==> config.mk <==
export PLATFORM = sky130hd
export DESIGN_NAME = modular_exponentiation_encrypt
export DESIGN_NICKNAME = d
export VERILOG_FILES = /design/src/hw/rtl/modexp_pkg.sv /design/src/hw/rtl/modular_exponentiation_encrypt.sv /design/src/hw/rtl/modexp_mulmod.sv
export SDC_FILE = /design/constraint.sdc
export NUM_CORES = 1
export LEC_CHECK = 0
export ABC_AREA = 0
export BUFFER_PORTS_ARGS = -buffer_cell sky130_fd_sc_hd__buf_2
export CAP_MARGIN = 20
export CORE_MARGIN = 5
export CORE_UTILIZATION = 53
export CTS_CLUSTER_SIZE = 40
export DETAILED_ROUTE_END_ITERATION = 6
export PLACE_DENSITY = 0.7
export SETUP_SLACK_MARGIN = 0.2
export SLEW_MARGIN = 30
export SYNTH_ARGS = -nofsm -noshare
export SYNTH_HDL_FRONTEND = slang
export SYNTH_HIERARCHICAL = 1
export SYNTH_SLANG_ARGS = --single-unit
==> constraint.sdc <==
create_clock -name clk -period 12 [get_ports clk]
set_input_delay 1.2 -clock clk [delete_from_list [all_inputs] [get_ports clk]]
set_output_delay 1.2 -clock clk [all_outputs]
set_load 0.02 [all_outputs]
==> src/hw/rtl/modexp_pkg.sv <==
// Shared constants and types for the modular exponentiation block.
package modexp_pkg;

    // Configuration register width and register indexes
    localparam int CFG_W     = 32;
    localparam int CFG_IDX_W = 1;
    localparam logic [CFG_IDX_W-1:0] REG_MODULUS  = 1'b0;
    localparam logic [CFG_IDX_W-1:0] REG_EXPONENT = 1'b1;

    localparam logic [CFG_W-1:0] MODULUS_RST  = 32'd2;
    localparam logic [CFG_W-1:0] EXPONENT_RST = 32'd65537;

    // Exponent scan length
    localparam int EXP_BITS  = 32;
    localparam int EXP_CNT_W = 5;

    localparam int MSG_W = 8;
    localparam int OUT_W = 32;

    // Sequencer states
    typedef enum logic [2:0] {
        ST_IDLE,
        ST_REDUCE,
        ST_MUL,
        ST_SQR,
        ST_DONE
    } state_t;

endpackage

==> src/hw/rtl/modular_exponentiation_encrypt.sv <==
// Top level: byte^exponent mod modulus by right-to-left square and multiply.
//
// One request at a time: start is taken while busy is low, and the result is
// shown on cipher_value for one cycle with done high; it cannot be held off.
// All products go through one bit-serial modular multiplier of width W,
// W = min(MOD_BITS, 32). A request costs one reduction of the byte, one square
// per exponent bit (32) and one multiply per set exponent bit. A modulus whose
// low W bits are zero skips the multiplier and answers zero.
module modular_exponentiation_encrypt #(
    parameter int MOD_BITS = 32
) (
    input  logic                            clk,
    input  logic                            rst_n,
    input  logic                            cfg_we,
    input  logic [modexp_pkg::CFG_IDX_W-1:0] cfg_index,
    input  logic [modexp_pkg::CFG_W-1:0]    cfg_data,
    input  logic                            start,
    output logic                            busy,
    input  logic [modexp_pkg::MSG_W-1:0]    message_byte,
    output logic                            done,
    output logic [modexp_pkg::OUT_W-1:0]    cipher_value
);

    localparam int W = (MOD_BITS < 32) ? MOD_BITS : 32;

    modexp_pkg::state_t state_reg, state_next;

    logic [modexp_pkg::CFG_W-1:0]     modulus_reg;
    logic [modexp_pkg::CFG_W-1:0]     exponent_reg;
    logic [modexp_pkg::CFG_W-1:0]     exp_sh_reg;
    logic [modexp_pkg::EXP_CNT_W-1:0] bit_cnt_reg;
    logic [W-1:0]                     acc_reg;
    logic [W-1:0]                     base_reg;

    logic [W-1:0] m_eff;
    logic         m_zero;
    logic         last_bit;
    logic [W-1:0] base_cur;
    logic         mm_start;
    logic [W-1:0] mm_a;
    logic [W-1:0] mm_b;
    logic         mm_done;
    logic [W-1:0] mm_p;

    assign m_eff    = modulus_reg[W-1:0];
    assign m_zero   = (m_eff == '0);
    assign last_bit = (bit_cnt_reg == modexp_pkg::EXP_CNT_W'(modexp_pkg::EXP_BITS - 1));

    // Base power as it stands after this edge: a finishing reduce or square hands it over
    assign base_cur = (mm_done && (state_reg inside {modexp_pkg::ST_REDUCE, modexp_pkg::ST_SQR}))
                      ? mm_p : base_reg;

    // Configuration registers
    always_ff @(posedge clk or negedge rst_n)
    begin
        if (!rst_n)
        begin
            modulus_reg  <= modexp_pkg::MODULUS_RST;
            exponent_reg <= modexp_pkg::EXPONENT_RST;
        end
        else if (cfg_we)
        begin
            case (cfg_index)
                modexp_pkg::REG_MODULUS:  modulus_reg  <= cfg_data;
                modexp_pkg::REG_EXPONENT: exponent_reg <= cfg_data;
                default: ;
            endcase
        end
    end

    // Next state
    always_comb
    begin
        state_next = state_reg;
        case (state_reg)
            modexp_pkg::ST_IDLE:
            begin
                if (start)
                begin
                    state_next = m_zero ? modexp_pkg::ST_DONE : modexp_pkg::ST_REDUCE;
                end
            end
            modexp_pkg::ST_REDUCE:
            begin
                if (mm_done)
                begin
                    state_next = exp_sh_reg[0] ? modexp_pkg::ST_MUL : modexp_pkg::ST_SQR;
                end
            end
            modexp_pkg::ST_MUL:
            begin
                if (mm_done)
                begin
                    state_next = modexp_pkg::ST_SQR;
                end
            end
            modexp_pkg::ST_SQR:
            begin
                if (mm_done)
                begin
                    if (last_bit)
                    begin
                        state_next = modexp_pkg::ST_DONE;
                    end
                    else
                    begin
                        state_next = exp_sh_reg[1] ? modexp_pkg::ST_MUL : modexp_pkg::ST_SQR;
                    end
                end
            end
            modexp_pkg::ST_DONE:
            begin
                state_next = modexp_pkg::ST_IDLE;
            end
            default:
            begin
                state_next = modexp_pkg::ST_IDLE;
            end
        endcase
    end

    // Outputs and multiplier launch; operands follow the state being entered
    always_comb
    begin
        busy     = (state_reg != modexp_pkg::ST_IDLE);
        done     = (state_reg == modexp_pkg::ST_DONE);
        mm_start = 1'b0;
        mm_a     = base_cur;
        mm_b     = base_cur;
        case (state_next)
            modexp_pkg::ST_REDUCE:
            begin
                mm_start = (state_reg == modexp_pkg::ST_IDLE);
                mm_a     = W'(1);
                mm_b     = W'(message_byte);
            end
            modexp_pkg::ST_MUL:
            begin
                mm_start = mm_done;
                mm_b     = acc_reg;
            end
            modexp_pkg::ST_SQR:
            begin
                mm_start = mm_done;
            end
            default: ;
        endcase
    end

    always_ff @(posedge clk or negedge rst_n)
    begin
        if (!rst_n)
        begin
            state_reg <= modexp_pkg::ST_IDLE;
        end
        else
        begin
            state_reg <= state_next;
        end
    end

    // Datapath registers
    always_ff @(posedge clk)
    begin
        case (state_reg)
            modexp_pkg::ST_IDLE:
            begin
                if (start)
                begin
                    // 1 mod m: zero for a modulus of one or zero
                    acc_reg     <= (m_eff > W'(1)) ? W'(1) : '0;
                    exp_sh_reg  <= exponent_reg;
                    bit_cnt_reg <= '0;
                end
            end
            modexp_pkg::ST_REDUCE:
            begin
                if (mm_done)
                begin
                    base_reg <= mm_p;
                end
            end
            modexp_pkg::ST_MUL:
            begin
                if (mm_done)
                begin
                    acc_reg <= mm_p;
                end
            end
            modexp_pkg::ST_SQR:
            begin
                if (mm_done)
                begin
                    base_reg    <= mm_p;
                    exp_sh_reg  <= {1'b0, exp_sh_reg[modexp_pkg::CFG_W-1:1]};
                    bit_cnt_reg <= bit_cnt_reg + 1'b1;
                end
            end
            default: ;
        endcase
    end

    modexp_mulmod #(
        .W(W)
    ) u_mulmod (
        .clk   (clk),
        .rst_n (rst_n),
        .start (mm_start),
        .a     (mm_a),
        .b     (mm_b),
        .m     (m_eff),
        .done  (mm_done),
        .p     (mm_p)
    );

    assign cipher_value = modexp_pkg::OUT_W'(acc_reg);

endmodule

==> src/hw/rtl/modexp_mulmod.sv <==
// Bit-serial interleaved modular multiplier: p = a * b mod m, one bit of b per cycle.
module modexp_mulmod #(
    parameter int W = 32
) (
    input  logic         clk,
    input  logic         rst_n,
    input  logic         start,
    input  logic [W-1:0] a,
    input  logic [W-1:0] b,
    input  logic [W-1:0] m,
    output logic         done,
    output logic [W-1:0] p
);

    localparam int CNT_W = $clog2(W);

    logic [W-1:0]     acc_reg, acc_next;
    logic [W-1:0]     a_reg;
    logic [W-1:0]     b_reg;
    logic [W-1:0]     m_reg;
    logic [CNT_W-1:0] cnt_reg;
    logic             run_reg;
    logic             done_reg;

    logic [W+1:0] t;
    logic [W+1:0] m1;
    logic [W+1:0] m2;

    // One step: double, add a on the current bit of b, reduce (result stays below 3m)
    always_comb
    begin
        m1 = (W+2)'(m_reg);
        m2 = (W+2)'({m_reg, 1'b0});
        t  = (W+2)'({acc_reg, 1'b0}) + (b_reg[W-1] ? (W+2)'(a_reg) : '0);
        if (t >= m2)
        begin
            acc_next = W'(t - m2);
        end
        else if (t >= m1)
        begin
            acc_next = W'(t - m1);
        end
        else
        begin
            acc_next = W'(t);
        end
    end

    // Control
    always_ff @(posedge clk or negedge rst_n)
    begin
        if (!rst_n)
        begin
            run_reg  <= 1'b0;
            done_reg <= 1'b0;
            cnt_reg  <= '0;
        end
        else
        begin
            done_reg <= 1'b0;
            if (start)
            begin
                run_reg <= 1'b1;
                cnt_reg <= CNT_W'(W - 1);
            end
            else if (run_reg)
            begin
                cnt_reg <= cnt_reg - 1'b1;
                if (cnt_reg == '0)
                begin
                    run_reg  <= 1'b0;
                    done_reg <= 1'b1;
                end
            end
        end
    end

    // Operands and accumulator
    always_ff @(posedge clk)
    begin
        if (start)
        begin
            acc_reg <= '0;
            a_reg   <= a;
            b_reg   <= b;
            m_reg   <= m;
        end
        else if (run_reg)
        begin
            acc_reg <= acc_next;
            b_reg   <= {b_reg[W-2:0], 1'b0};
        end
    end

    assign done = done_reg;
    assign p    = acc_reg;

endmodule
# After elaboration in Yosys (flattened, before gate mapping)

Cells that the tools add are included.

Add/sub/neg operators: 5
Magnitude comparators: 3
Equality and inequality tests: 11
Multiplexer cells: 35
Bitwise gates (word level): 1
Reductions and logical operators: 16

Operators with widths:

| kind                                                                             | number |
|---|---|
| 32-bit 2-to-1 mux                                                                | 10 |
| 32-bit case mux with 2 select lines                                              | 3 |
| 32-bit subtractor                                                                | 2 |
| 33-bit by 32-bit adder with 34-bit output                                        | 1 |
| 34-bit by 32-bit >= comparator with 1-bit output                                 | 1 |
| 34-bit by 33-bit >= comparator with 1-bit output                                 | 1 |
| 32-bit by 1-bit greater-than comparator with 1-bit output, second input constant | 1 |
| 32-bit zero test                                                                 | 1 |
| 5-bit 2-to-1 mux                                                                 | 4 |
| 3-bit 2-to-1 mux                                                                 | 6 |
| 3-bit by 2-bit == test with 1-bit output, second input constant                  | 4 |
| 3-bit case mux with 4 select lines                                               | 1 |
| 5-bit case mux with 2 select lines                                               | 1 |
| 1-bit 2-to-1 mux                                                                 | 9 |
| 2-bit nonzero test                                                               | 4 |
| 3-bit by 1-bit == test with 1-bit output, second input constant                  | 2 |
| 2-bit AND reduction                                                              | 3 |
| 3-bit AND reduction                                                              | 2 |
| 5-bit by 1-bit adder with 5-bit output, second input constant                    | 1 |
| 5-bit == test, second input constant                                             | 1 |
| 5-bit zero test                                                                  | 1 |
| 5-bit by 1-bit subtractor with 5-bit output, second input constant               | 1 |
| 2-bit by 1-bit != test with 1-bit output, second input constant                  | 2 |
| 2-bit OR reduction                                                               | 2 |
| other kinds (7)                                                                  | 7 |

Flip-flop bits (word level): 303
Output and inout port bits: 34
Logic and storage cells: 85

# Depth between registers and ports, before layout

Word-level depth: 8
Depth in mapped cells: 25
Gate-level depth less buffers: 23

# Modules after synthesis

The synthesis kept the hierarchy.

By module, submodules not included:

| module                         | instances | cells each | area an instance (µm²) | seq. area each (µm²) |
|---|---|---|---|---|
| modexp_mulmod                  | 1         | 1101       | 10576.4                | 3698.5 |
| modular_exponentiation_encrypt | 1         | 488        | 7364.6                 | 4713.3 |

# Worst setup path after synthesis

Ideal clock, no wire load.

Kind: register to register
Start: reg u_mulmod.b_reg[31]
End: reg u_mulmod.acc_reg[4] (netlist: u_mulmod/p[4])
Setup time: 0.134 ns
Arrival: 4.856 ns
Data required time: 11.866 ns
Slack: 7.010 ns
Cell stages (with the launch flop): 25
Period minus slack after synthesis: 4.990 ns
Path through: edfxtp_1 > clkbuf_1 > and2_1 > ha_1 > a21oi_1 > nand2_1 > o211a_1 > a221o_1 > a2111oi_0 > nor2_1 > xor2_1 > ha_1 > clkbuf_1 > a211oi_1 > nor2_1 > nor3_1 > nor2_1 > o31a_1 > a2111o_1 > a31oi_1 > and2_1 > buf_6 > buf_6 > o311a_1 > nor4_1

Longest elaborated chain between the ends: 5
Elaborated cells on any way between the ends: 8
Those cells by class: add/sub: 3; order compare: 2; mux: 3

RTL lines:

| element                                                                                      | RTL line                                 | text |
|---|---|---|
| start, declared                                                                              | modexp_mulmod.sv:19                      | `logic [W-1:0] b_reg;` |
| start signal, assigned                                                                       | modexp_mulmod.sv:91                      | `b_reg <= {b_reg[W-2:0], 1'b0};` |
| 32-bit 2-to-1 mux (*)                                                                        | modexp_mulmod.sv:34                      | `t = (W+2)'({acc_reg, 1'b0}) + (b_reg[W-1] ? (W+2)'(a_reg) : '0);` |
| 33-bit by 32-bit adder with 34-bit output (*)                                                | modexp_mulmod.sv:34                      |  |
| 32-bit subtractor / 34-bit by 32-bit >= comparator with 1-bit output (equally long branches) | modexp_mulmod.sv:41, modexp_mulmod.sv:39 |  |
| 32-bit 2-to-1 mux                                                                            | modexp_mulmod.sv:39                      | `else if (t >= m1)` |
| 32-bit 2-to-1 mux (*)                                                                        | modexp_mulmod.sv:35                      | `if (t >= m2)` |
| end signal, assigned                                                                         | modexp_mulmod.sv:90                      | `acc_reg <= acc_next;` |
| end, declared                                                                                | modexp_mulmod.sv:17                      | `logic [W-1:0] acc_reg, acc_next;` |

Mark *: on every way between the ends. The rest lies on a longest branch, timed or not.
A chain may end at the register's enable or synchronous reset.

# Worst setup path in the final report

Same ends and word-level chain as after synthesis.

==> summary.md <==
| Metric | Value |
|---|---|
| Worst Path Buf+Inv | 2 |
| MaxCap Viol Count | 0 |
| Met1 GRT Util | 0.340 |
| CTS sink cnt | 303 |
| Die height | 194 µm |
| FILL cells | 2755 |
| Gr busiest metal | met1 |
| Vias/cell | 6.01 |
| Multi-input gate area | 0.00897 mm² |
| Unique masters post-synth | 84 |
| Setup Skew | 0.0213 ns |
| Grt met2 use | 0.320 |
| Storage element area | 0.00841 mm² |
| Clock latency on the worst-skew pair | 0.52 ns |
| CP max FO | 32 |
| Critical path capture point type | flop |
| Outcome | finished, final reports clean |
| CTS root buffer | clkbuf_16 |
| Pins Over Slew Limit | 0 |
| Total grt overflow | 0 |
| Worst path arrival time | 7.30 ns |
| Number of I/O pins | 79 |
| Die extent in x | 194 µm |
| #FFs+latches synth | 303 |
| Placed wire-length estimate | 31.0 mm |
| Via count | 12800 |
| Setup Fix Bufs, Post-CTS | 0 |
| # DRC | 0 |
| Starting Density | 0.536 |
| Routed WL | 42.4 mm |
| CTS tree | built |
| Min-Delay Path Class | flop to flop |
| Post-synthesis cell area | 0.0179 mm² |
| Core area | 0.0334 mm² |
| Share of the synthesized area in the top cell type | 0.330 |
| Slew @ Worst Pin | 0.957 ns |
| Most common cell in the netlist | edfxtp_1 |
| Syn Inst Count | 1589 |
| Slowest cell on crit path | edfxtp_1 |
| Post-synth top cells | edfxtp_1 (197), mux2_2 (150), ha_1 (99) |
| Vias in the first global route | 12500 |
| Largest cells by area after synthesis | edfxtp_1 (33%), dfrtp_1 (9.9%), mux2_2 (9.4%) |
| Synth area leader | edfxtp_1 |
| # hold bufs at CTS | 0 |
| Crit path cell chain | and2_1 > ha_1 > inv_1 > fa_1 > nand2b_1 > a21oi_1 > o211a_1 > a41oi_1 > nor3_1 > nor2_1 > o21ai_0 > xor2_1 > ha_1 > and4_1 > and3_1 > nand4_1 > nor4_1 > o31a_1 > a2111o_1 > a31oi_1 > buf_4 > and2_1 > o311a_1 > nor4_1 |
| Port bufs | 78 |
| Area Growth Syn to Fin | 10.1% |
| Delay of the slowest critical-path stage | 0.83 ns |
| Clock slew at reported path FFs | 0.06 ns |
| Max frequency | 145 MHz |
| Crit path time final | 6.92 ns |
| Drt pass-1 iters | 5 |
| Initial DRC count | 934 |
| CTS buffer count | 34 |
| Critical Path Start Type | flop |
| Post-CTS sizing | 0 |
| Largest net degree at the start of global routing | 75 |
| Final hold slack | 0.470 ns |
| CP delay by family, top | simple AND/OR/NAND/NOR gates |
| H-tree levels | 2 |
| N_diodes | 0 |
| Setup TNS Final | 0 ns |
| Synth warn | 6 |
| First-pass GRT wire length | 68.4 mm |
| Unrepaired setup endpoints after global routing | no |
| GR Util All Layers | 0.219 |
| Hold Fails Final Rpt | 0 |
| Final setup vio count | 0 |
| Final ANT Viol Nets | 0 |
| Die area | 0.0376 mm² |
| Worst endpoint required time | 12.38 ns |
| Initial antenna violation count | 0 |
| Layout cell share with drive strength beyond 1 | 0.197 |
| Final Wtd Congestion | 0.982 |
| Final period utilization | 0.576 |
| Setup CP Type | flop to flop |
| Synth async-reset ratio | 0.244 |
| GR Util met3 | 0.0337 |
| Part of the Yosys area used for sequential elements | 0.469 |
| Nets@finish | 1797 |
| Syn_area_per_cell | 11.3 µm² |
| Post-synth EDFFs | 197 |
| Post-synth top flop | edfxtp_1 |
| Row cnt | 67 |
| Slew headroom | 0.362 |
| Routed WL per cell | 20.0 µm |
| Clock Tree Buf Depth | 3 |
| Syn nets | 1736 |
routing by layer:
layer / routed length [µm] / vias up
met1: 20700 / 6194
li1: - / 6095
met4: 1180 / 0
met5: 0 / -
met2: 18200 / 407
met3: 2400 / 64
cell usage in the layout (no fill, tap or decap), drive strengths merged, types with 40 or more instances in the layout:
| master | count |
|---|---|
| and2 | 78 |
| dfrtp | 71 |
| nor3 | 50 |
| mux2 | 150 |
| clkbuf | 40 |
| inv | 68 |
| a21oi | 82 |
| buf | 95 |
| nand2 | 66 |
| a21o | 43 |
| nor2 | 84 |
| edfxtp | 197 |
| o21ai | 73 |
| mux2i | 53 |
| ha | 99 |
| xnor2 | 58 |
worst paths after layout:
check / from / to / slack [ns] / cells past startpoint
min in group asynchronous: rst_n / u_mulmod/cnt_reg[2]$_DFFE_PN0P_ / 0.66 / 1
setup / recovery: u_mulmod/b_reg[31]$_DFFE_PP_ / u_mulmod/p[4]$_SDFFE_PP0P_ / 5.08 / 24
max in group asynchronous: rst_n / m_eff[27]$_DFFE_PN0P_ / 10.79 / 1
hold / removal: m_eff[21]$_DFFE_PN0P_ / u_mulmod/m_reg[21]$_DFFE_PP_ / 0.47 / 0
hold reg to reg: m_eff[21]$_DFFE_PN0P_ / u_mulmod/m_reg[21]$_DFFE_PP_ / 0.47 / 0
setup reg to reg: u_mulmod/b_reg[31]$_DFFE_PP_ / u_mulmod/p[4]$_SDFFE_PP0P_ / 5.08 / 24
area by class of cell:
class                           count  area share
Inverter                           65      0.0123
Timing Repair Buffer               95      0.0275
Clock inverter                     21     0.00772
Clock buffer                       40      0.0442
Tap cell                          448      0.0284
Sequential cell                   303       0.426
Multi-Input combinational cell   1151       0.454
logic make-up after synthesis:
logic type	after synthesis	synth area share
buffers and inverters	135	0.0329
xor gates and xnor gates	83	0.0405
DFF	303	0.469
adders and majority gates	102	0.0724
muxes	203	0.124
and+or+nand+nor	395	0.116
AOI/OAI and AO/OA	368	0.146
per-stage QoR:
step / worst slack (ns) / std cells / utilization / instance area [µm²]
2_1_floorplan: 7.01 / 1589 / - / 17900
3_3_place_gp: 5.47 / 2061 / 0.559 / 18700
3_5_place_dp: 5.19 / 2061 / 0.559 / 18700
4_1_cts: 5.16 / 2122 / 0.590 / 19700
5_1_grt: 4.66 / 2123 / 0.591 / 19800
6_report: 5.08 / 2123 / 0.591 / 19800
Power is not shown: default switching activity piles up to over one toggle a cycle in this logic, so the estimate is an artifact.
